File: src/rtl/bmqd_pkg.sv
// shared types, constants and codes for the bounded multi-queue deque
`timescale 1ns / 1ps
`default_nettype none

package bmqd_pkg;

    // storage geometry
    localparam int NUM_QUEUES  = 32;
    localparam int QUEUE_DEPTH = 8;
    localparam int ID_WIDTH    = 16;

    localparam int QIDX_W = $clog2(NUM_QUEUES);
    localparam int PTR_W  = $clog2(QUEUE_DEPTH);
    localparam int CNT_W  = $clog2(QUEUE_DEPTH + 1);
    localparam int ADDR_W = $clog2(NUM_QUEUES * QUEUE_DEPTH);

    // fixed field widths
    localparam int OP_W       = 2;
    localparam int QNUM_W     = 6;
    localparam int ENTRY_W    = 16;
    localparam int STATUS_W   = 2;
    localparam int POS_W      = 3;
    localparam int CLASSES_W  = 6;
    localparam int LIMIT_W    = 4;
    localparam int CFG_DATA_W = 6;
    localparam int CFG_IDX_W  = 1;

    // configuration reset values
    localparam logic [CLASSES_W-1:0] CLASSES_RESET = 6'd20;
    localparam logic [LIMIT_W-1:0]   LIMIT_RESET   = 4'd5;

    // command queue between front and back
    localparam int FIFO_DEPTH = 2;
    localparam int FPTR_W     = $clog2(FIFO_DEPTH);
    localparam int FCNT_W     = $clog2(FIFO_DEPTH + 1);

    typedef enum logic [OP_W-1:0] {
        OP_ADD  = 2'd0,
        OP_TAKE = 2'd1,
        OP_LIST = 2'd2,
        OP_NONE = 2'd3
    } op_t;

    typedef enum logic [STATUS_W-1:0] {
        ST_OK      = 2'd0,
        ST_FULL    = 2'd1,
        ST_EMPTY   = 2'd2,
        ST_INVALID = 2'd3
    } status_t;

    typedef enum logic [CFG_IDX_W-1:0] {
        CFG_CLASSES = 1'b0,
        CFG_LIMIT   = 1'b1
    } cfg_idx_t;

    typedef enum logic [1:0] {
        CMD_ADD,
        CMD_TAKE,
        CMD_LIST,
        CMD_INVALID
    } cmd_kind_t;

    typedef struct packed {
        cmd_kind_t           kind;
        logic [QIDX_W-1:0]   qidx;
        logic                urgent;
        logic [ID_WIDTH-1:0] entry_id;
    } cmd_t;

    typedef enum logic [1:0] {
        S_IDLE,
        S_EXEC,
        S_TAKE,
        S_LIST
    } be_state_t;

endpackage

`default_nettype wire

File: src/rtl/bmqd_front.sv
// front end: takes request beats, classifies them and feeds the command queue
`timescale 1ns / 1ps
`default_nettype none

module bmqd_front (
    input  wire logic                            in_valid,
    output logic                                 in_stall,
    input  wire logic [bmqd_pkg::OP_W-1:0]       op,
    input  wire logic [bmqd_pkg::QNUM_W-1:0]     queue_num,
    input  wire logic                            urgent,
    input  wire logic [bmqd_pkg::ENTRY_W-1:0]    entry_id,
    input  wire logic [bmqd_pkg::CLASSES_W-1:0]  classes_in_use,
    input  wire logic                            fifo_full,
    output logic                                 push,
    output bmqd_pkg::cmd_t                       push_cmd
);
    import bmqd_pkg::*;

    logic qn_bad;

    // stall only while the command queue has no room
    assign in_stall = fifo_full;

    // op code three is swallowed without a command
    assign push = in_valid && !fifo_full && (op_t'(op) != OP_NONE);

    // queue number range check against the configured count and the bank size
    assign qn_bad = (queue_num == '0)
                 || (32'(queue_num) > 32'(classes_in_use))
                 || (32'(queue_num) > NUM_QUEUES);

    // build the command
    always_comb
    begin
        push_cmd.qidx     = QIDX_W'(32'(queue_num) - 32'd1);
        push_cmd.urgent   = urgent;
        push_cmd.entry_id = ID_WIDTH'(entry_id);
        if (qn_bad)
        begin
            push_cmd.kind = CMD_INVALID;
        end
        else
        begin
            unique case (op_t'(op))
                OP_ADD:  push_cmd.kind = CMD_ADD;
                OP_TAKE: push_cmd.kind = CMD_TAKE;
                OP_LIST: push_cmd.kind = CMD_LIST;
                default: push_cmd.kind = CMD_INVALID;
            endcase
        end
    end

endmodule

`default_nettype wire

File: config.mk
export PLATFORM = sky130hd
export DESIGN_NAME = bmqd_front
export DESIGN_NICKNAME = d
export VERILOG_FILES = /design/src/rtl/bmqd_pkg.sv /design/src/rtl/bmqd_front.sv
export SDC_FILE = /design/constraint.sdc
export NUM_CORES = 1
export LEC_CHECK = 0
export BUFFER_PORTS_ARGS = -buffer_cell sky130_fd_sc_hd__buf_4
export CAP_MARGIN = 25
export CORE_AREA = 2 2 39 41
export DETAILED_ROUTE_END_ITERATION = 12
export DIE_AREA = 0 0 41 43
export PLACE_DENSITY = 0.83
export SETUP_SLACK_MARGIN = 0.3
export SLEW_MARGIN = 20
export SYNTH_ARGS = -nofsm -noshare
export SYNTH_HDL_FRONTEND = slang
export SYNTH_SLANG_ARGS = --single-unit
File: constraint.sdc
create_clock -name vclk -period 3.1
set_clock_uncertainty 0.2 [all_clocks]
set_input_delay 0.155 -clock vclk [all_inputs]
set_output_delay 0.155 -clock vclk [all_outputs]
set_load 0.05 [all_outputs]
==> results.md, run 1 <==
* Status: finished, final reports clean
* Initial Utilization at 29.9%
* FF+latch area at 0 sq um
* Hold Crit Endpoint: push_cmd[11]
* Seq Cell Count at 0
* Die W at 41 um
* First-pass GRT wire length at 1150 um
* Fin area at 487 sq um
* Chip height at 43 um
* Syn Nets at 98
* P_leak at 0.286 nW
* Area contributors post-synth: buf_4 (33%), ha_1 (24%), inv_1 (8.2%)
* Start point of the worst hold path: entry_id[11]
* Crit-path max FO at 3
* Drt drc at 0
* GRT overflow at 0
* Final setup fails at 0
* Startpoint types: primary input
* Commonest non-fill, non-tap cell in the layout: buf_4
* Post-route ant nets at 0
* Via Count at 346
* Max frequency at 553 MHz
* Pre-CTS setup slack at 1.28 ns
* Sequential share of the synthesized area at 0%
* Top cell by count, worst path: buf_4
* Met3 WL post-DR at 90 um
* Post-CTS Resized at 0
* Total of max-cap violations at 0
* Die footprint at 1760 sq um
* Post-DP HPWL at 713 um
* Power density over cell area at 190 nW/um^2
* Max_slew headroom at 83.0%
* Core Util, Final at 35.2%
* Crit path largest cell delay at 0.30 ns
* Post-route insts no fill at 80
* Top cell type's share of synthesized area at 32.6%
* Critical Path AT at 1.45 ns
* Placed instance count at 80
* Top delay family on crit path: compound AO/OA/AOI/OAI gates
* Hold Crit Class: primary input to primary output
* CLK BUF at 0
* Share of cells above drive strength 1 at 42.2%
* Yosys Warn Count at 0
* Fillers at 153
* WL/cell at 9.64 um
* Synth cell types at 17
* Final wirelength at 771 um
* Net count, final at 107
* GP Congestion at 0.688
* Slew Limit Fails at 0
* Max layer used: met4
* Initial antenna violation count at 0
* Largest net degree at the start of global routing at 6
* Cell Chain, Critical Path: buf_4, ha_1, and4_1, o21a_1, o31ai_2, nand2_1, buf_4
* Worst Slack Setup Final at 1.29 ns
* Syn_area_per_cell at 7.27 sq um
* Final worst path period share at 58.3%
* Vias/cell at 4.33
* Mapped cell area at 414 sq um
* Worst EP required at 2.74 ns
* Gr usage total at 8.39%
* Core Rows at 14
* Ant diodes at 0
* DR pass1 iterations at 1
* Area Overhead vs Synth at 17.5%
* Met2 WL at 403 um
* CP Class: primary input to primary output
* Detailed Route Iter0 Violations at 0
* Worst Path Buf+Inv at 2
* Final min period at 1.81 ns
* Most frequent cells in the layout: buf_4 (25), inv_1 (9), ha_1 (8)
* RSZ-0062 raised after global routing: no
* # port buffers at 25
* Met1 Routed Length at 274 um
* Post-CTS Setup Bufs at 0
* Worst Hold Depth at 0
* Core Area at 1380 sq um
* Area leader, netlist: buf_4
* Cell Area, Placed at 487 sq um
* Hold_buf cts at 0
* Via count of the first global-routing pass at 299
* Worst Setup End Kind: primary output
* Final hold violations at 0
* Slew @ Worst Pin at 0.254 ns
* Crit path max-delay cell type: ha_1
* Final TNS setup at 0 ns
* Synthesized instance count at 57
* VDD IR max at 39.3 uV
* Num ports at 59
[metal layers]
metal  track usage [%]  vias up
met4              1.33        0
met1              9.81      148
met3                 0        2
met5                 0        -
met2              15.9       18
li1                  -      178
[metrics by stage]
stage          hold slack, ns  total power, mW
6_report                0.110           0.0923
5_1_grt                 0.110           0.0997
4_1_cts                 0.110           0.0934
3_5_place_dp            0.110           0.0933
3_3_place_gp            0.110           0.0912
2_1_floorplan           0.277            0.116
[where the power goes]
| group | internal, mW | switching (mW) | leakage [nW] |
|---|---|---|---|
| logic | 0.0375 | 0.0548 | 0.286 |
| registers | 0 | 0 | 0 |
| clock network | 0 | 0 | 0 |
[cell type report]
class | instances | area [sq um] | share of cell area, %
tap | 16 | 20.0 | 4.11
multi-input combinational | 30 | 245 | 50.4
timing repair buffer | 25 | 188 | 38.6
inverter | 9 | 33.8 | 6.94
[synthesized netlist by cell type (all sizes together)]
cell    instances
and4            1
inv             9
nor2            4
nor3            1
a21oi           1
a211oi          1
nor2b           1
xnor2           1
o21a            1
a21o            1
ha              8
o31ai           1
buf            18
nand3           1
nor4b           1
nand2           4
xor2            3
[cell families after synthesis]
| family | Yosys count | share of synthesized area (%) |
|---|---|---|
| compound gates | 5 | 9.67 |
| xor+xnor | 4 | 8.46 |
| fa+ha+maj | 8 | 24.2 |
| buf+inv | 27 | 40.8 |
| simple gates | 13 | 16.9 |
[worst max-delay path by stage]
stage / startpoint / end / cells past startpoint
after floorplan: queue_num[0] / push_cmd[21] / 4
after global placement: queue_num[3] / push_cmd[23] / 7
after detailed placement: queue_num[4] / push_cmd[22] / 7
after CTS: queue_num[4] / push_cmd[22] / 7
after global routing: queue_num[4] / push_cmd[23] / 7
final: queue_num[4] / push_cmd[22] / 7
Note: power is estimated with default switching activity, not from simulation.
==> run 2, diff against run 1 <==
--- a/config.mk
+++ b/config.mk
@@ -5,12 +5,12 @@
 export SDC_FILE = /design/constraint.sdc
 export NUM_CORES = 1
 export LEC_CHECK = 0
+export ABC_AREA = 1
 export BUFFER_PORTS_ARGS = -buffer_cell sky130_fd_sc_hd__buf_4
 export CAP_MARGIN = 25
-export CORE_AREA = 2 2 39 41
+export CORE_UTILIZATION = 33
 export DETAILED_ROUTE_END_ITERATION = 12
-export DIE_AREA = 0 0 41 43
-export PLACE_DENSITY = 0.83
+export PLACE_DENSITY = 0.86
 export SETUP_SLACK_MARGIN = 0.3
 export SLEW_MARGIN = 20
 export SYNTH_ARGS = -nofsm -noshare
==> constraint.sdc (replaced) <==
create_clock -name vclk -period 1.7
set_clock_uncertainty 0.2 [all_clocks]
set_input_delay 0.085 -clock vclk [all_inputs]
set_output_delay 0.085 -clock vclk [all_outputs]
set_load 0.05 [all_outputs]
==> results.md, run 2 <==
* Status: finished, final reports clean
* Startpoint types: primary input
* WL/cell at 15.4 um
* Cell Area, Placed at 598 sq um
* Final min period at 1.43 ns
* Synthesized instance count at 69
* Area Overhead vs Synth at 111%
* Post-route ant nets at 0
* Core Area at 1160 sq um
* Initial Utilization at 37.1%
* Power density over cell area at 403 nW/um^2
* GRT overflow at 0
* RSZ-0062 raised after global routing: yes
* Num ports at 59
* Worst EP required at 1.41 ns
* Via Count at 533
* Mapped cell area at 429 sq um
* Final TNS setup at 0 ns
* Chip height at 38.1 um
* Die footprint at 1450 sq um
* Initial antenna violation count at 0
* Final setup fails at 0
* Final wirelength at 1650 um
* Area contributors post-synth: buf_4 (31%), ha_1 (23%), inv_1 (14%)
* Most frequent cell after synthesis: buf_4
* Final worst path period share at 84.2%
* Drt drc at 0
* Via count of the first global-routing pass at 506
* Detailed Route Iter0 Violations at 3
* Slew @ Worst Pin at 0.540 ns
* DR pass1 iterations at 3
* Hold Crit Endpoint: in_stall
* Sequential share of the synthesized area at 0%
* Max frequency at 698 MHz
* Fillers at 79
* Seq Cell Count at 0
* Worst Setup SP: classes_in_use[4]
* Start point of the worst hold path: fifo_full
* Crit-path max FO at 2
* # port buffers at 25
* Largest net degree at the start of global routing at 5
* Most frequent cells in the layout: dlygate4sd3_1 (17), buf_4 (17), inv_1 (10)
* VDD IR max at 218 uV
* Top cells by count, synth: buf_4 (18), inv_1 (16), nand2_1 (12)
* Ant diodes at 0
* Gr usage total at 19.5%
* Fin area at 906 sq um
* Critical Path AT at 1.15 ns
* Synth cell types at 12
* Area leader, netlist: buf_4
* Slew Limit Fails at 0
* P_leak at 0.420 nW
* Overall Power at 0.365 mW
* Total of max-cap violations at 0
* Max_slew headroom at 63.9%
* Core Rows at 12
* Net count, final at 136
* First-pass GRT wire length at 2040 um
* CP Class: primary input to primary output
* Post-DP HPWL at 803 um
* CLK BUF at 0
* FF+latch area at 0 sq um
* Yosys Warn Count at 0
* Hold Crit Class: primary input to primary output
* Syn_area_per_cell at 6.22 sq um
* Top cell type's share of synthesized area at 31.5%
* GP Congestion at 0.748
* Vias/cell at 4.98
* Final hold violations at 0
* Die W at 38.1 um
* Worst Setup End Kind: primary output
* Syn Nets at 110
* Worst Hold Depth at 2
* Share of cells above drive strength 1 at 54.8%
[run 2: layout make-up]
| type | instances | area, sq um | area share, % |
|---|---|---|---|
| Timing Repair Buffer | 42 | 403 | 44.5 |
| Tap cell | 14 | 17.5 | 1.93 |
| Multi-Input combinational cell | 35 | 419 | 46.3 |
| Inverter | 16 | 66.3 | 7.32 |
[run 2: timing repair]
item	4_1_cts	5_1_grt
buffers inserted	0	0
resized for setup	8	22
endpoints found under the hold margin	17	0
setup endpoints to repair	2	2
pin swaps	3	9
hold buffers	17	0
[run 2: report_power, final]
| group | internal [mW] | switching, mW | leakage [nW] |
|---|---|---|---|
| Clock | 0 | 0 | 0 |
| Combinational | 0.136 | 0.229 | 0.420 |
| Sequential | 0 | 0 | 0 |
| Total | 0.136 | 0.229 | 0.420 |
[run 2: metal layers]
metal	wire (um)	vias up	GRT usage, %	share of wire, %
met5	0	-	0	0
met4	118	0	3.57	7.2
met3	117	12	1.16	7.1
met2	920	41	45.8	56
met1	490	243	16.4	30
li1	-	237	-	-
[run 2: kinds of logic after synthesis]
| kind of cell | count (synthesis) | share of synthesized area [%] |
|---|---|---|
| and+or+nand+nor | 22 | 22.7 |
| xor gates and xnor gates | 3 | 6.12 |
| buffers and inverters | 34 | 45.5 |
| AOI/OAI and AO/OA | 2 | 2.33 |
| adders and majority gates | 8 | 23.3 |
[run 2: metrics by stage]
step	setup WS [ns]	hold WS, ns	cells	util, %
after detailed placement	0.202	-0.0296	90	51.7
final	0.268	0.243	107	78.4
after global routing	0.219	0.254	107	78.4
after CTS	0.303	0.243	107	71.2
after global placement	0.257	-0.0296	90	51.7
after floorplan	0.299	0.0950	69	-
[run 2: worst max path at each step]
stage	to	slack, ns	cells after the start
2_1_floorplan	push_cmd[22]	0.30	9
3_3_place_gp	push_cmd[22]	0.26	9
3_5_place_dp	push_cmd[22]	0.20	9
4_1_cts	push_cmd[22]	0.30	9
5_1_grt	push_cmd[22]	0.22	10
6_report	push_cmd[23]	0.27	10
[run 2: critical path: stages]
cell	delay [ns]
buf_4	0.09
inv_2	0.04
ha_4	0.26
nand2_4	0.05
nor2_4	0.12
nand2_1	0.07
nand3_1	0.10
nand2_2	0.11
nand3_4	0.08
buf_8	0.14
==> run 3, diff against run 2 <==
--- a/config.mk
+++ b/config.mk
@@ -8,9 +8,9 @@
 export ABC_AREA = 1
 export BUFFER_PORTS_ARGS = -buffer_cell sky130_fd_sc_hd__buf_4
 export CAP_MARGIN = 25
-export CORE_UTILIZATION = 33
+export CORE_UTILIZATION = 29
 export DETAILED_ROUTE_END_ITERATION = 12
-export PLACE_DENSITY = 0.86
+export PLACE_DENSITY = 0.8
 export SETUP_SLACK_MARGIN = 0.3
 export SLEW_MARGIN = 20
 export SYNTH_ARGS = -nofsm -noshare
==> constraint.sdc (replaced) <==
create_clock -name vclk -period 1.3
set_clock_uncertainty 0.2 [all_clocks]
set_input_delay 0.065 -clock vclk [all_inputs]
set_output_delay 0.065 -clock vclk [all_outputs]
set_load 0.05 [all_outputs]
==> results.md, run 3 (synthesized netlist as in run 2, its figures left out) <==
* Status: finished with violations
* Failing checks: setup timing
* Fin area at 1140 sq um
* Drt drc at 0
* Overall Power at 0.560 mW
* Power density over cell area at 491 nW/um^2
* Final worst path period share at 103%
* Final min period at 1.34 ns
* Seq Cell Count at 0
* Crit path largest cell delay at 0.28 ns
* Core Util, Final at 85.6%
* Net count, final at 148
* GP Congestion at 0.718
* Worst EP required at 1.03 ns
* Via Count at 563
* Area Overhead vs Synth at 166%
* Worst Path Buf+Inv at 3
* Fillers at 69
* CP Class: primary input to primary output
* # port buffers at 25
* Max_slew headroom at 66.1%
* CLK BUF at 0
* Startpoint types: primary input
* Final hold violations at 0
* Slew Limit Fails at 0
* Num ports at 59
* Initial Utilization at 32.2%
* Die footprint at 1640 sq um
* Chip height at 40.5 um
* Worst Setup End Kind: primary output
* Detailed Route Iter0 Violations at 10
* Cell Area, Placed at 699 sq um
* P_leak at 0.661 nW
* First-pass GRT wire length at 2090 um
* Max frequency at 745 MHz
* DR pass1 iterations at 4
* Post-DP HPWL at 931 um
* Critical Path AT at 1.08 ns
* Post-route ant nets at 0
* Top delay family on crit path: simple AND/OR/NAND/NOR gates
* Crit path max-delay cell type: ha_4
* RSZ-0062 raised after global routing: yes
* WL/cell at 15.1 um
* FF+latch area at 0 sq um
* Largest net degree at the start of global routing at 5
* Via count of the first global-routing pass at 492
* Initial antenna violation count at 0
* Final wirelength at 1820 um
* Hold Crit Class: primary input to primary output
* Final setup fails at 2
* Slew @ Worst Pin at 0.510 ns
* Cell Chain, Critical Path: buf_6, inv_2, ha_4, nand2_4, nor2_4, nand2_1, nand3_1, nand2_2, nand3_4, buf_8
* Core Rows at 13
* Ant diodes at 0
* GRT overflow at 0
* Share of cells above drive strength 1 at 66.7%
* Worst Slack Setup Final at -0.0428 ns
* Crit-path max FO at 2
* Total of max-cap violations at 0
* Core Area at 1330 sq um
* Vias/cell at 4.69
* Die W at 40.5 um
* Most frequent cells in the layout: dlymetal6s4s_1 (17), buf_6 (17), buf_4 (15)
* VDD IR max at 298 uV
* Gr usage total at 19.1%
[run 3: cell count changes in the layout (fill, tap and decap cells not counted), moves of 2 or more]
cell and delta:
dlymetal6s4s_1 +17, inv_1 -2, buf_6 +13, dlygate4sd3_1 -17
inv_2 +2, nand2_1 -2, buf_4 -2
[run 3: final cells by class]
type / count / area (sq um) / share of cell area [%]
Inverter: 16 / 66.3 / 5.81
Tap cell: 15 / 18.8 / 1.64
Multi-Input combinational cell: 35 / 465 / 40.7
Timing Repair Buffer: 54 / 592 / 51.8
[run 3: power breakdown]
group	internal, mW	switching [mW]
sequential	0	0
combinational	0.237	0.323
clock	0	0
total	0.237	0.323
[run 3: layer usage]
metal,vias to the layer above,share of wire (%),global-route usage [%]
li1,261,-,-
met4,0,2.5,11.7
met1,263,32,17.8
met3,4,5.2,2.22
met5,-,0,0
met2,35,60,38.1
[run 3: repair_timing]
action	CTS	global route
gates resized for setup	38	29
hold buffers	17	0
setup buffers	3	0
pin swaps	14	3
setup endpoints to repair	6	24
hold endpoints to repair	17	0
cloned	0	0
[run 3: stage by stage]
stage | setup slack (ns) | hold slack, ns | TNS (ns) | cells
3_3_place_gp | -0.0967 | -0.0697 | -0.178 | 100
3_5_place_dp | -0.135 | -0.0697 | -0.253 | 100
4_1_cts | -0.0163 | 0.207 | -0.0317 | 120
5_1_grt | -0.115 | 0.212 | -0.223 | 120
6_report | -0.0428 | 0.199 | -0.0847 | 120
2_1_floorplan | -0.0600 | 0.0261 | -0.170 | 69
[run 3: worst min-delay path, cell delays in order]
cell	delay, ns
buf_4	0.09
nor2_2	0.04
buf_6	0.14
[run 3: final timing paths]
check,start,endpoint,slack (ns),cells past startpoint
worst min-delay path,fifo_full,push,0.20,3
worst max-delay path,classes_in_use[3],push_cmd[22],-0.04,10
