`src/rtl/bmqd_pkg.sv`:
```
// shared types, constants and codes for the bounded multi-queue deque
`timescale 1ns / 1ps
`default_nettype none

package bmqd_pkg;

    // storage geometry
    localparam int NUM_QUEUES  = 32;
    localparam int QUEUE_DEPTH = 8;
    localparam int ID_WIDTH    = 16;

    localparam int QIDX_W = $clog2(NUM_QUEUES);
    localparam int PTR_W  = $clog2(QUEUE_DEPTH);
    localparam int CNT_W  = $clog2(QUEUE_DEPTH + 1);
    localparam int ADDR_W = $clog2(NUM_QUEUES * QUEUE_DEPTH);

    // fixed field widths
    localparam int OP_W       = 2;
    localparam int QNUM_W     = 6;
    localparam int ENTRY_W    = 16;
    localparam int STATUS_W   = 2;
    localparam int POS_W      = 3;
    localparam int CLASSES_W  = 6;
    localparam int LIMIT_W    = 4;
    localparam int CFG_DATA_W = 6;
    localparam int CFG_IDX_W  = 1;

    // configuration reset values
    localparam logic [CLASSES_W-1:0] CLASSES_RESET = 6'd20;
    localparam logic [LIMIT_W-1:0]   LIMIT_RESET   = 4'd5;

    // command queue between front and back
    localparam int FIFO_DEPTH = 2;
    localparam int FPTR_W     = $clog2(FIFO_DEPTH);
    localparam int FCNT_W     = $clog2(FIFO_DEPTH + 1);

    typedef enum logic [OP_W-1:0] {
        OP_ADD  = 2'd0,
        OP_TAKE = 2'd1,
        OP_LIST = 2'd2,
        OP_NONE = 2'd3
    } op_t;

    typedef enum logic [STATUS_W-1:0] {
        ST_OK      = 2'd0,
        ST_FULL    = 2'd1,
        ST_EMPTY   = 2'd2,
        ST_INVALID = 2'd3
    } status_t;

    typedef enum logic [CFG_IDX_W-1:0] {
        CFG_CLASSES = 1'b0,
        CFG_LIMIT   = 1'b1
    } cfg_idx_t;

    typedef enum logic [1:0] {
        CMD_ADD,
        CMD_TAKE,
        CMD_LIST,
        CMD_INVALID
    } cmd_kind_t;

    typedef struct packed {
        cmd_kind_t           kind;
        logic [QIDX_W-1:0]   qidx;
        logic                urgent;
        logic [ID_WIDTH-1:0] entry_id;
    } cmd_t;

    typedef enum logic [1:0] {
        S_IDLE,
        S_EXEC,
        S_TAKE,
        S_LIST
    } be_state_t;

endpackage

`default_nettype wire

```
`src/rtl/bmqd_cmd_fifo.sv`:
```
// short command queue between the front end and the execution back end
`timescale 1ns / 1ps
`default_nettype none

module bmqd_cmd_fifo (
    input  wire logic            clk,
    input  wire logic            rst_n,
    input  wire logic            push,
    input  bmqd_pkg::cmd_t       push_cmd,
    output logic                 full,
    input  wire logic            pop,
    output bmqd_pkg::cmd_t       pop_cmd,
    output logic                 not_empty
);
    import bmqd_pkg::*;

    cmd_t              slot_reg [FIFO_DEPTH];
    logic [FPTR_W-1:0] wr_ptr_reg;
    logic [FPTR_W-1:0] wr_ptr_next;
    logic [FPTR_W-1:0] rd_ptr_reg;
    logic [FPTR_W-1:0] rd_ptr_next;
    logic [FCNT_W-1:0] count_reg;
    logic [FCNT_W-1:0] count_next;

    assign full      = (32'(count_reg) == FIFO_DEPTH);
    assign not_empty = (count_reg != '0);
    assign pop_cmd   = slot_reg[rd_ptr_reg];

    // pointer and fill bookkeeping
    always_comb
    begin
        wr_ptr_next = wr_ptr_reg;
        rd_ptr_next = rd_ptr_reg;
        count_next  = count_reg;
        if (push)
        begin
            wr_ptr_next = (32'(wr_ptr_reg) == FIFO_DEPTH - 1) ? '0 : wr_ptr_reg + 1'b1;
        end
        if (pop)
        begin
            rd_ptr_next = (32'(rd_ptr_reg) == FIFO_DEPTH - 1) ? '0 : rd_ptr_reg + 1'b1;
        end
        if (push && !pop)
        begin
            count_next = count_reg + 1'b1;
        end
        else if (pop && !push)
        begin
            count_next = count_reg - 1'b1;
        end
    end

    always_ff @(posedge clk or negedge rst_n)
    begin
        if (!rst_n)
        begin
            wr_ptr_reg <= '0;
            rd_ptr_reg <= '0;
            count_reg  <= '0;
        end
        else
        begin
            wr_ptr_reg <= wr_ptr_next;
            rd_ptr_reg <= rd_ptr_next;
            count_reg  <= count_next;
        end
    end

    // command slots
    always_ff @(posedge clk)
    begin
        if (push)
        begin
            slot_reg[wr_ptr_reg] <= push_cmd;
        end
    end

endmodule

`default_nettype wire

```
`config.mk`:
```
export PLATFORM = sky130hd
export DESIGN_NAME = bmqd_cmd_fifo
export DESIGN_NICKNAME = d
export VERILOG_FILES = /design/src/rtl/bmqd_pkg.sv /design/src/rtl/bmqd_cmd_fifo.sv
export SDC_FILE = /design/constraint.sdc
export NUM_CORES = 1
export LEC_CHECK = 0
export BUFFER_PORTS_ARGS = -buffer_cell sky130_fd_sc_hd__clkbuf_2
export CORE_MARGIN = 3
export CORE_UTILIZATION = 40
export DETAILED_ROUTE_END_ITERATION = 12
export GPL_TIMING_DRIVEN = 1
export PLACE_DENSITY = 0.66
export SKIP_LAST_GASP = 1
export SLEW_MARGIN = 25
export SYNTH_ARGS = -nofsm -noshare
export SYNTH_HDL_FRONTEND = slang
export SYNTH_SLANG_ARGS = --single-unit
```
`constraint.sdc`:
```
create_clock -name clk -period 1.9 [get_ports clk]
set_input_delay 0.19 -clock clk [delete_from_list [all_inputs] [get_ports clk]]
set_output_delay 0.19 -clock clk [all_outputs]
set_load 0.005 [all_outputs]
```
==> results of run 1 <==
## worst max path at each step
| stage | startpoint | endpoint | slack [ps] | depth (start not counted) |
|---|---|---|---|---|
| final | rd_ptr_reg | pop_cmd[9] | 310 | 3 |
| after global routing | rd_ptr_reg | pop_cmd[3] | 250 | 3 |
| after CTS | rd_ptr_reg | pop_cmd[9] | 280 | 3 |
| after detailed placement | rd_ptr_reg | pop_cmd[9] | 620 | 3 |
| after global placement | rd_ptr_reg | pop_cmd[3] | 640 | 3 |
| after floorplan | wr_ptr_reg | slot_reg[0][0] | 2 | 1 |
## cell families after synthesis
kind of cell	synth area share
xor+xnor	0.02164
mux	0.1688
buf+inv	0.02721
flops	0.7619
fa+ha+maj	0.006183
simple gates	0.01423
## metrics by stage
stage	utilization	area, um^2	power [W]	setup slack, ps
after floorplan	-	2023	0.002405	2.035
after global placement	0.4886	2354	0.002682	643.3
after detailed placement	0.4886	2354	0.002721	615.2
after CTS	0.5130	2471	0.003450	276.3
after global routing	0.5130	2471	0.003577	245.6
final	0.5130	2471	0.003387	312.0
## where the power goes
part           switching, W  total [W]  internal, W
clock              0.000332   0.000723     0.000391
combinational      0.000460    0.00105     0.000593
sequential        0.0000827    0.00161      0.00153
total              0.000875    0.00339      0.00251
## area by class of cell
type / instances / area share
Sequential cell: 52 / 0.6238
Multi-Input combinational cell: 35 / 0.1737
Timing Repair Buffer: 58 / 0.1235
Tap cell: 67 / 0.03392
Clock buffer: 6 / 0.02937
Clock inverter: 2 / 0.01418
Inverter: 1 / 0.001519
## per-layer routing
| metal | routed length, um | up-vias |
|---|---|---|
| li1 | - | 466 |
| met1 | 1284 | 477 |
| met2 | 1561 | 44 |
| met3 | 252 | 7 |
| met4 | 49 | 0 |
| met5 | 0 | - |
## layout by cell type, fill, tap and decap left out, drive strengths merged
cell type	count
edfxtp	48
nor2b	2
or2	1
bufinv	1
xor2	4
xnor2	1
dfrtp	4
dlygate4sd3	1
clkbuf	59
buf	4
nor2	1
ha	1
and2	1
inv	1
mux2	24
clkinv	1
## cell usage after synthesis
cell	number
sky130_fd_sc_hd__nor2_1	1
sky130_fd_sc_hd__mux2_4	19
sky130_fd_sc_hd__mux2_2	5
sky130_fd_sc_hd__edfxtp_1	48
sky130_fd_sc_hd__inv_1	1
sky130_fd_sc_hd__nor2b_1	2
sky130_fd_sc_hd__buf_12	2
sky130_fd_sc_hd__or2_2	1
sky130_fd_sc_hd__xnor2_1	1
sky130_fd_sc_hd__and2_1	1
sky130_fd_sc_hd__xor2_1	4
sky130_fd_sc_hd__buf_6	1
sky130_fd_sc_hd__ha_1	1
sky130_fd_sc_hd__dfrtp_1	4
==> out/qor_table.md, run 1 <==
| Result | Reported | Unit |
|:---|:---|:---|
| Total via count after detailed routing | 994 | - |
| Average size of a mapped cell | 22.23 | um^2 |
| Cell count after placement | 212 | - |
| Filler cell count | 422 | - |
| Core region area | 0.004817 | mm^2 |
| Layout cells sized above 1 | 0.5844 | - |
| Number of gates resized after CTS | 0 | - |
| Critical path endpoint category | output pin | - |
| Cell with the largest stage delay on the worst path | sky130_fd_sc_hd__mux2_2 | - |
| R2R depth | 2 | - |
| Mapped Nets | 120 | - |
| Worst Path Buf+Inv | 2 | - |
| WHS Path Cells | 1 | - |
| Clock latency of the later-clocked register in the worst-skew pair | 300 | ps |
| Boundary pin count | 54 | - |
| Clock tree from TritonCTS | done | - |
| Met2 track utilization from global routing | 0.1831 | - |
| Gp weighted congestion | 0.6894 | - |
| Category of the critical setup timing path | flip-flop to output pin | - |
| Routed wire length per instance | 14.24 | um |
| Signal arrival time at the worst endpoint | 1400 | ps |
| Height of the die | 77.12 | um |
| Crit path time final | 1588 | ps |
| Leakage Power | 1.018 | nW |
| Unrepaired setup endpoints after global routing | no | - |
| Worst Hold Endpoint | slot_reg[0][20] | - |
| M3 GR Usage | 0.04108 | - |
| Total routing usage reported by global routing | 0.1132 | - |
| CP Cell Sequence | buf_4, mux2_2, clkbuf_2 | - |
| Summed negative setup slack over all endpoints | 0 | ps |
| Largest net degree at the start of global routing | 25 | - |
| Kind of cell adding the most delay to the critical path | buffers and inverters | - |
| Overall die area | 0.005947 | mm^2 |
| Clk root buf | sky130_fd_sc_hd__clkbuf_8 | - |
| First-pass GRT wire length | 5133 | um |
| Power density over cell area | 1371 | mW/mm^2 |
| Origin of the critical flop-to-flop path | wr_ptr_reg | - |
| Worst min-delay path class | input pin to flip-flop | - |
| Post-synth design cell area | 0.002023 | mm^2 |
| Total grt overflow | 0 | - |
| DRT antenna net count | 0 | - |
| Total of max-cap violations | 0 | - |
| FF-to-FF setup slack | 710 | ps |
| Combined flip-flop and latch cell area | 0.001541 | mm^2 |
| Endpoint required time on the critical path | 1710 | ps |
| Final hold slack | 72.58 | ps |
| Final slew viol count | 0 | - |
| Final setup skew | 8.211 | ps |
| Result of the run | finished, final reports clean | - |
| Final setup vio count | 0 | - |
| Worst rel slew slack | 0.7758 | - |
| Deepest clock path buffer count | 2 | - |
| CTS H-tree lvls | 2 | - |
| Cts bufs inserted | 5 | - |
| Non-filler instance count after layout | 221 | - |
| Post-DP HPWL | 2184 | um |
| Synth unique cells | 14 | - |
| Cell type with the highest aggregate area in the netlist | sky130_fd_sc_hd__edfxtp_1 | - |
| Horiz. Die Dim | 77.12 | um |
| Launching element type of the critical path | flip-flop | - |
| Initial antenna violation count | 0 | - |
| Capture instance of the worst register-to-register path | slot_reg[1][14] | - |
| Area of combinational cells with multiple inputs | 429.2 | um^2 |
| Min-Delay Startpoint | push_cmd[20] | - |
| Final clock period utilization by the worst path | 0.8358 | - |
| Port-buffer cells | 53 | - |
| Hold violation total from the final report | 0 | - |
| Area overhead of the layout relative to synthesis | 22.14 | % |
| Actual slew at the worst max-slew pin | 336.3 | ps |
| Number of register bits inferred by synthesis | 52 | - |
| Warnings from Yosys | 0 | - |
| Ratio of routed vias to standard cells | 4.498 | - |
| Worst IR Drop VDD | 0.6973 | mV |
| Ant diodes | 0 | - |
| Flip-flop count of the largest register after layout | 48 | - |
| Initial core utilization | 0.4200 | - |
| Net count reported at finish | 182 | - |
| Post-route DRC violation count | 0 | - |
| Global Route met1 Usage | 0.1339 | - |
| Share of the synthesized area in the top cell type | 0.7124 | - |
| Number of sinks on the clock net | 52 | - |
| Post-Synthesis Cells | 91 | - |
| Buffer count from post-CTS setup fixing | 0 | - |
| Initial DRT Pass Iterations | 4 | - |
| CTS Hold Buffers Added | 1 | - |
| Number of violations reported at the end of detailed-routing iteration 0 | 56 | - |
| Busiest metal layer after global routing | met2 | - |
| Peak per-stage delay on the critical path | 370 | ps |
| Maximum fanout encountered on the critical timing path | 15 | - |
| Sequential cell area fraction in the yosys report | 0.7619 | - |
| Sum of routed wire length over all layers | 3147 | um |
| Cell types occupying the most area after synthesis | sky130_fd_sc_hd__edfxtp_1 71%, sky130_fd_sc_hd__mux2_4 14%, sky130_fd_sc_hd__dfrtp_1 4.9% | - |
| Clock transition time at the flip-flop clock pins of the worst setup and hold paths | 90 | ps |
| Standard-cell rows | 25 | - |
| Maximum clock frequency | 629.7 | MHz |
| Vias in the first global route | 1,059 | - |
(Power assumes the default switching activity.)
==> run 2: changes to the inputs <==
--- a/config.mk
+++ b/config.mk
@@ -10,7 +10,6 @@
 export CORE_UTILIZATION = 40
 export DETAILED_ROUTE_END_ITERATION = 12
 export GPL_TIMING_DRIVEN = 1
-export PLACE_DENSITY = 0.66
 export SKIP_LAST_GASP = 1
 export SLEW_MARGIN = 25
 export SYNTH_ARGS = -nofsm -noshare
==> constraint.sdc (replaced) <==
create_clock -name clk -period 1.5 [get_ports clk]
set_input_delay 0.15 -clock clk [delete_from_list [all_inputs] [get_ports clk]]
set_output_delay 0.15 -clock clk [all_outputs]
set_load 0.005 [all_outputs]
==> out/qor_table.md, run 2 (same netlist as run 1, synthesis figures left out) <==
| Result | Reported | Unit | Delta |
|:---|:---|:---|:---|
| Cell with the largest stage delay on the worst path | sky130_fd_sc_hd__dfrtp_2 | - |  |
| Result of the run | complete, but fails checks | - |  |
| Clk root buf | sky130_fd_sc_hd__clkbuf_8 | - |  |
| Worst IR Drop VDD | 0.8293 | mV | +19% |
| Net count reported at finish | 185 | - | +1.6% |
| WHS Path Cells | 2 | - | +1 |
| Crit path time final | 1510 | ps |  |
| Flop pwr share | 0.462 | - | -0.014 |
| CTS H-tree lvls | 2 | - | unchanged |
| Signal arrival time at the worst endpoint | 1360 | ps | -40 ps |
| Final hold slack | 43.65 | ps | -28.92 ps |
| Worst Path Buf+Inv | 2 | - | unchanged |
| Post-route DRC violation count | 0 | - | unchanged |
| Most common cell after layout, fill and taps aside | sky130_fd_sc_hd__clkbuf_2 | - |  |
| Routed wire length per instance | 14.36 | um | +0.86% |
| Clock transition time at the flip-flop clock pins of the worst setup and hold paths | 80 | ps | about the same |
| Ratio of routed vias to standard cells | 4.379 | - | -2.6% |
| Hold violation total from the final report | 0 | - | unchanged |
| Summed negative setup slack over all endpoints | -30.51 | ps | -30.51 ps |
| Clock latency of the later-clocked register in the worst-skew pair | 290 | ps | about the same |
| R2R depth | 2 | - | unchanged |
| Actual slew at the worst max-slew pin | 178.4 | ps | -158.0 ps |
| Initial DRT Pass Iterations | 3 | - | -1 |
| Boundary pin count | 54 | - | unchanged |
| Initial antenna violation count | 0 | - | unchanged |
| Min-Delay Startpoint | pop | - |  |
| Final slew viol count | 0 | - | unchanged |
| Leakage Power | 1.052 | nW | +3.3% |
| Initial core utilization | 0.4200 | - | unchanged |
| Standard-cell rows | 25 | - | unchanged |
| CP Cell Sequence | clkbuf_16, mux2_4, clkbuf_2 | - |  |
| Unrepaired setup endpoints after global routing | yes | - |  |
| Flip-flop count of the largest register after layout | 48 | - | unchanged |
| Worst min-delay path class | input pin to flip-flop | - |  |
| Relative contribution of combinational cells to total power | 0.336 | - | +0.025 |
| Switching power | 0.001139 | W | +30% |
| Port-buffer cells | 53 | - | unchanged |
| Capture instance of the worst register-to-register path | slot_reg[0][0] | - |  |
| FF-to-FF setup slack | 400 | ps | -310 ps |
| Origin of the critical flop-to-flop path | wr_ptr_reg | - |  |
| Number of sinks on the clock net | 52 | - | unchanged |
| Category of the critical setup timing path | flip-flop to output pin | - |  |
| Cts bufs inserted | 5 | - | unchanged |
| Total grt overflow | 0 | - | unchanged |
| Final setup skew | 4.431 | ps | -3.780 ps |
| Sum of routed wire length over all layers | 3217 | um | +2.2% |
| Area overhead of the layout relative to synthesis | 26.04 | % |  |
| Final clock period utilization by the worst path | 1.006 | - |  |
| Gp weighted congestion | 0.6581 | - | -4.5% |
| First-pass GRT wire length | 5016 | um | -2.3% |
| Total routing usage reported by global routing | 0.1099 | - | -0.003299 |
| Kind of cell adding the most delay to the critical path | flip-flops | - |  |
| Overall die area | 0.005947 | mm^2 | unchanged |
| Total of max-cap violations | 0 | - | unchanged |
| Worst Hold Endpoint | rd_ptr_reg | - |  |
| Peak per-stage delay on the critical path | 460 | ps | +90 ps |
| Layout cells sized above 1 | 0.5987 | - | +0.01431 |
| Worst rel slew slack | 0.8805 | - | +0.1048 |
| Core region area | 0.004817 | mm^2 | unchanged |
| Commonest non-fill, non-tap cells in the layout | 53 x sky130_fd_sc_hd__clkbuf_2, 48 x sky130_fd_sc_hd__edfxtp_1, 19 x sky130_fd_sc_hd__mux2_4, 5 x sky130_fd_sc_hd__mux2_2, 5 x sky130_fd_sc_hd__clkbuf_8 | - |  |
| Post-DP HPWL | 2258 | um | +3.4% |
| Power density over cell area | 1754 | mW/mm^2 | +28% |
| DRT antenna net count | 0 | - | unchanged |
| Launching element type of the critical path | flip-flop | - |  |
| Vias in the first global route | 1,084 | - | +2.4% |
| Clock tree from TritonCTS | done | - |  |
| Maximum clock frequency | 662.5 | MHz |  |
| Utilization of the core after routing | 0.5294 | - | +0.01636 |
| Deepest clock path buffer count | 2 | - | unchanged |
| Setup slack at placement | 305.7 | ps | -309.5 ps |
| Horiz. Die Dim | 77.12 | um | unchanged |
| Failing checks | setup timing | - |  |
| Total via count after detailed routing | 981 | - | -1.3% |
| Sw frac | 0.2548 | - | -0.003650 |
| Share of power burned in the clock network | 0.202 | - | -0.011 |
| Maximum fanout encountered on the critical timing path | 10 | - | -5 |
| Largest net degree at the start of global routing | 21 | - | -16% |
| Number of violations reported at the end of detailed-routing iteration 0 | 77 | - | +38% |
| Height of the die | 77.12 | um | unchanged |
| Post-layout worst setup margin | -9.536 | ps | -321.6 ps |
| Critical path endpoint category | output pin | - |  |
| Internal Pwr Total | 0.003332 | W | +33% |
| Endpoint required time on the critical path | 1350 | ps | -360 ps |
| Final setup vio count | 9 | - | +9 |
| Ant diodes | 0 | - | unchanged |
run 2: power by group through the flow:
| stage | registers, W | logic, W | clock network (W) |
|---|---|---|---|
| after CTS | 0.00205 | 0.00147 | 0.000944 |
| after floorplan | 0.00205 | 0.00100 | 0 |
| after detailed placement | 0.00208 | 0.00147 | 0 |
| final | 0.00207 | 0.00150 | 0.000902 |
| after global routing | 0.00211 | 0.00162 | 0.00100 |
| after global placement | 0.00206 | 0.00145 | 0 |
run 2: metal layers:
metal	wire length [um]	global-route usage	up-vias
li1	-	-	474
met1	1211	0.1121	464
met5	0	0	-
met2	1741	0.1978	39
met3	240	0.04930	4
met4	24	0.03737	0
run 2: area by class of cell:
cell class | instances | area (um^2)
clock buffers | 6 | 72.57
well taps | 67 | 83.83
flip-flops and latches | 52 | 1543
inverters | 1 | 3.754
fillers | 417 | 2267
repair buffers | 61 | 382.9
multi-input cells | 35 | 429.2
clock inverters | 2 | 35.03
run 2: worst register-to-register path, cell delays in order, from the launching register on:
cell and delay [ps]:
sky130_fd_sc_hd__dfrtp_1 420, sky130_fd_sc_hd__nor2b_2 200, sky130_fd_sc_hd__buf_12 200
run 2: how the worst max path moves through the flow:
stage	slack, ps	depth (start not counted)	endpoint	startpoint
2_1_floorplan	50	1	slot_reg[0][0]	wr_ptr_reg
3_3_place_gp	320	3	pop_cmd[9]	rd_ptr_reg
3_5_place_dp	310	3	pop_cmd[9]	rd_ptr_reg
4_1_cts	-30	3	pop_cmd[9]	rd_ptr_reg
5_1_grt	-70	3	pop_cmd[6]	rd_ptr_reg
6_report	-10	3	pop_cmd[19]	rd_ptr_reg
run 2: timing repair:
action / CTS / global route
gates resized for setup: 0 / 1
gates cloned: 0 / 1
endpoints found under the setup margin: 6 / 21
endpoints found under the hold margin: 4 / 0
setup buffers: 0 / 0
hold buffers: 1 / 0
run 2: per-stage QoR:
stage | std cells | total power (W) | cell area, um^2
after CTS | 223 | 0.004472 | 2524
after global placement | 214 | 0.003510 | 2406
final | 224 | 0.004472 | 2550
after floorplan | 91 | 0.003048 | 2026
after detailed placement | 214 | 0.003552 | 2406
after global routing | 224 | 0.004722 | 2550
==> run 3: changes to the inputs <==
--- a/config.mk
+++ b/config.mk
@@ -10,6 +10,7 @@
 export CORE_UTILIZATION = 40
 export DETAILED_ROUTE_END_ITERATION = 12
 export GPL_TIMING_DRIVEN = 1
+export PLACE_DENSITY = 0.69
 export SKIP_LAST_GASP = 1
 export SLEW_MARGIN = 25
 export SYNTH_ARGS = -nofsm -noshare
==> out/qor_table.md, run 3 (same netlist as run 1, synthesis figures left out) <==
| Result | Reported | Unit | Delta |
|:---|:---|:---|:---|
| Actual slew at the worst max-slew pin | 173.6 | ps | -4.809 ps |
| Summed negative setup slack over all endpoints | -3.086 | ps | +27.43 ps |
| Most common cell after layout, fill and taps aside | sky130_fd_sc_hd__clkbuf_2 | - |  |
| Hold violation total from the final report | 0 | - | unchanged |
| Cts bufs inserted | 5 | - | unchanged |
| Leakage Power | 1.040 | nW | -1.1% |
| Endpoint required time on the critical path | 1350 | ps | about the same |
| Worst rel slew slack | 0.8838 | - | +0.003221 |
| Clk root buf | sky130_fd_sc_hd__clkbuf_8 | - |  |
| Total routing usage reported by global routing | 0.1211 | - | +0.01114 |
| Power density over cell area | 1709 | mW/mm^2 | -2.6% |
| Unrepaired setup endpoints after global routing | yes | - |  |
| Deepest clock path buffer count | 2 | - | unchanged |
| Ratio of routed vias to standard cells | 4.446 | - | +1.5% |
| Total of max-cap violations | 0 | - | unchanged |
| Number of sinks on the clock net | 52 | - | unchanged |
| Signal arrival time at the worst endpoint | 1350 | ps | about the same |
| Post-route DRC violation count | 0 | - | unchanged |
| Total grt overflow | 0 | - | unchanged |
| Port-buffer cells | 53 | - | unchanged |
| Maximum fanout encountered on the critical timing path | 10 | - | unchanged |
| Final instance area | 0.002526 | mm^2 | -0.93% |
| Min-Delay Startpoint | push_cmd[18] | - |  |
| Overall die area | 0.005947 | mm^2 | unchanged |
| Post-DP HPWL | 2413 | um | +6.9% |
| WHS Path Cells | 1 | - | -1 |
| Clock latency of the later-clocked register in the worst-skew pair | 300 | ps | about the same |
| Worst IR Drop VDD | 0.6854 | mV | -17% |
| Core region area | 0.004817 | mm^2 | unchanged |
| Net count reported at finish | 186 | - | +0.54% |
| CTS H-tree lvls | 2 | - | unchanged |
| Cell area after placement | 0.002406 | mm^2 | unchanged |
| Flip-flop count of the largest register after layout | 48 | - | unchanged |
| Crit path time final | 1503 | ps | -6.456 ps |
| Boundary pin count | 54 | - | unchanged |
| Worst min-delay path class | input pin to flip-flop | - |  |
| Origin of the critical flop-to-flop path | wr_ptr_reg | - |  |
| Cell with the largest stage delay on the worst path | sky130_fd_sc_hd__dfrtp_2 | - |  |
| Final Power | 0.004316 | W | -3.5% |
| Clock transition time at the flip-flop clock pins of the worst setup and hold paths | 80 | ps | about the same |
| Horiz. Die Dim | 77.12 | um | unchanged |
| Clock tree from TritonCTS | done | - |  |
| Standard-cell rows | 25 | - | unchanged |
| First element of the critical path | rd_ptr_reg | - |  |
| Maximum clock frequency | 665.3 | MHz | +0.43% |
| Largest net degree at the start of global routing | 21 | - | unchanged |
| Non-filler instance count after layout | 224 | - | unchanged |
| Sum of routed wire length over all layers | 3459 | um | +7.5% |
| Category of the critical setup timing path | flip-flop to output pin | - |  |
| Kind of cell adding the most delay to the critical path | flip-flops | - |  |
| Launching element type of the critical path | flip-flop | - |  |
| Gp weighted congestion | 0.6705 | - | +1.9% |
| Failing checks | setup timing | - |  |
| Cell count after placement | 214 | - | unchanged |
| Layout cells sized above 1 | 0.5924 | - | -0.006369 |
| Critical path endpoint category | output pin | - |  |
| R2R depth | 2 | - | unchanged |
| Worst Path Buf+Inv | 2 | - | unchanged |
| Final setup skew | 2.775 | ps | -1.656 ps |
| First-pass GRT wire length | 5451 | um | +8.7% |
| Commonest non-fill, non-tap cells in the layout | 53 x sky130_fd_sc_hd__clkbuf_2, 48 x sky130_fd_sc_hd__edfxtp_1, 19 x sky130_fd_sc_hd__mux2_4, 5 x sky130_fd_sc_hd__mux2_2, 5 x sky130_fd_sc_hd__clkbuf_8 | - |  |
| Ant diodes | 0 | - | unchanged |
| Final slew viol count | 0 | - | unchanged |
| DRT antenna net count | 0 | - | unchanged |
| Filler cell count | 422 | - | +1.2% |
| Vias in the first global route | 1,113 | - | +2.7% |
| Peak per-stage delay on the critical path | 460 | ps | about the same |
| Initial DRT Pass Iterations | 6 | - | +3 |
| Final clock period utilization by the worst path | 1.002 | - | -0.004304 |
| CP Cell Sequence | clkbuf_16, mux2_4, clkbuf_2 | - |  |
| Height of the die | 77.12 | um | unchanged |
| Initial core utilization | 0.4200 | - | unchanged |
| Initial antenna violation count | 0 | - | unchanged |
| Final setup vio count | 2 | - | -7 |
| Number of violations reported at the end of detailed-routing iteration 0 | 57 | - | -26% |
| Post-layout worst setup margin | -3.080 | ps | +6.456 ps |
| Total via count after detailed routing | 996 | - | +1.5% |
| Number of logic stages on the critical path including buffering | 3 | - | unchanged |
| Area overhead of the layout relative to synthesis | 24.86 | % |  |
| Routed wire length per instance | 15.44 | um | +7.5% |
| Result of the run | complete, but fails checks | - |  |
-- run 3: cell count changes in the layout (fill, tap and decap cells not counted) --
cell,previous run,this run
sky130_fd_sc_hd__buf_4,3,4
sky130_fd_sc_hd__bufinv_16,1,0
sky130_fd_sc_hd__clkbuf_1,1,0
sky130_fd_sc_hd__clkinv_2,1,0
sky130_fd_sc_hd__clkinv_1,0,2
-- run 3: final cells by class --
class | instances | area [um^2] | share of cell area
clock buffer | 5 | 68.82 | 0.02724
clock inverter | 2 | 7.507 | 0.002972
inverter | 1 | 3.754 | 0.001486
multi-input combinational | 35 | 429.2 | 0.1699
sequential | 52 | 1543 | 0.6107
tap | 67 | 83.83 | 0.03318
timing repair buffer | 62 | 390.4 | 0.1545
-- run 3: metrics by stage --
stage	hold slack [ps]	utilization	setup slack [ps]
final	37.72	0.5244	-3.080
after detailed placement	-36.38	0.4995	324.3
after CTS	20.68	0.5174	-13.38
after global placement	-41.45	0.4995	346.3
after global routing	20.63	0.5244	-54.49
after floorplan	-145.6	-	47.22
-- run 3: timing repair --
action	CTS	global route
hold buffers	1	0
setup endpoints to repair	18	23
gates resized for setup	0	1
gates cloned	0	1
setup buffers	0	1
endpoints found under the hold margin	4	0
-- run 3: path summary, 6_finish.rpt --
path / end / slack [ps]
max: pop_cmd[14] / -3
min: slot_reg[1][18] / 40
max reg2reg: slot_reg[0][12] / 410
min reg2reg: count_reg[1] / 500
max in group asynchronous: rd_ptr_reg / 1180
min in group asynchronous: count_reg[1] / 190
-- run 3: report_power, final --
group / internal (W) / total [W] / switching, W
clock network: 0.000308 / 0.000708 / 0.000400
logic: 0.000918 / 0.00154 / 0.000620
registers: 0.00194 / 0.00207 / 0.000133
-- run 3: metal layers --
metal  track usage  vias to the layer above  part of all wire
met5             0                        -                 0
met4       0.04804                        0             0.013
met3       0.05516                        6             0.088
met2        0.1978                       45              0.49
met1        0.1378                      471              0.40
li1              -                      474                 -
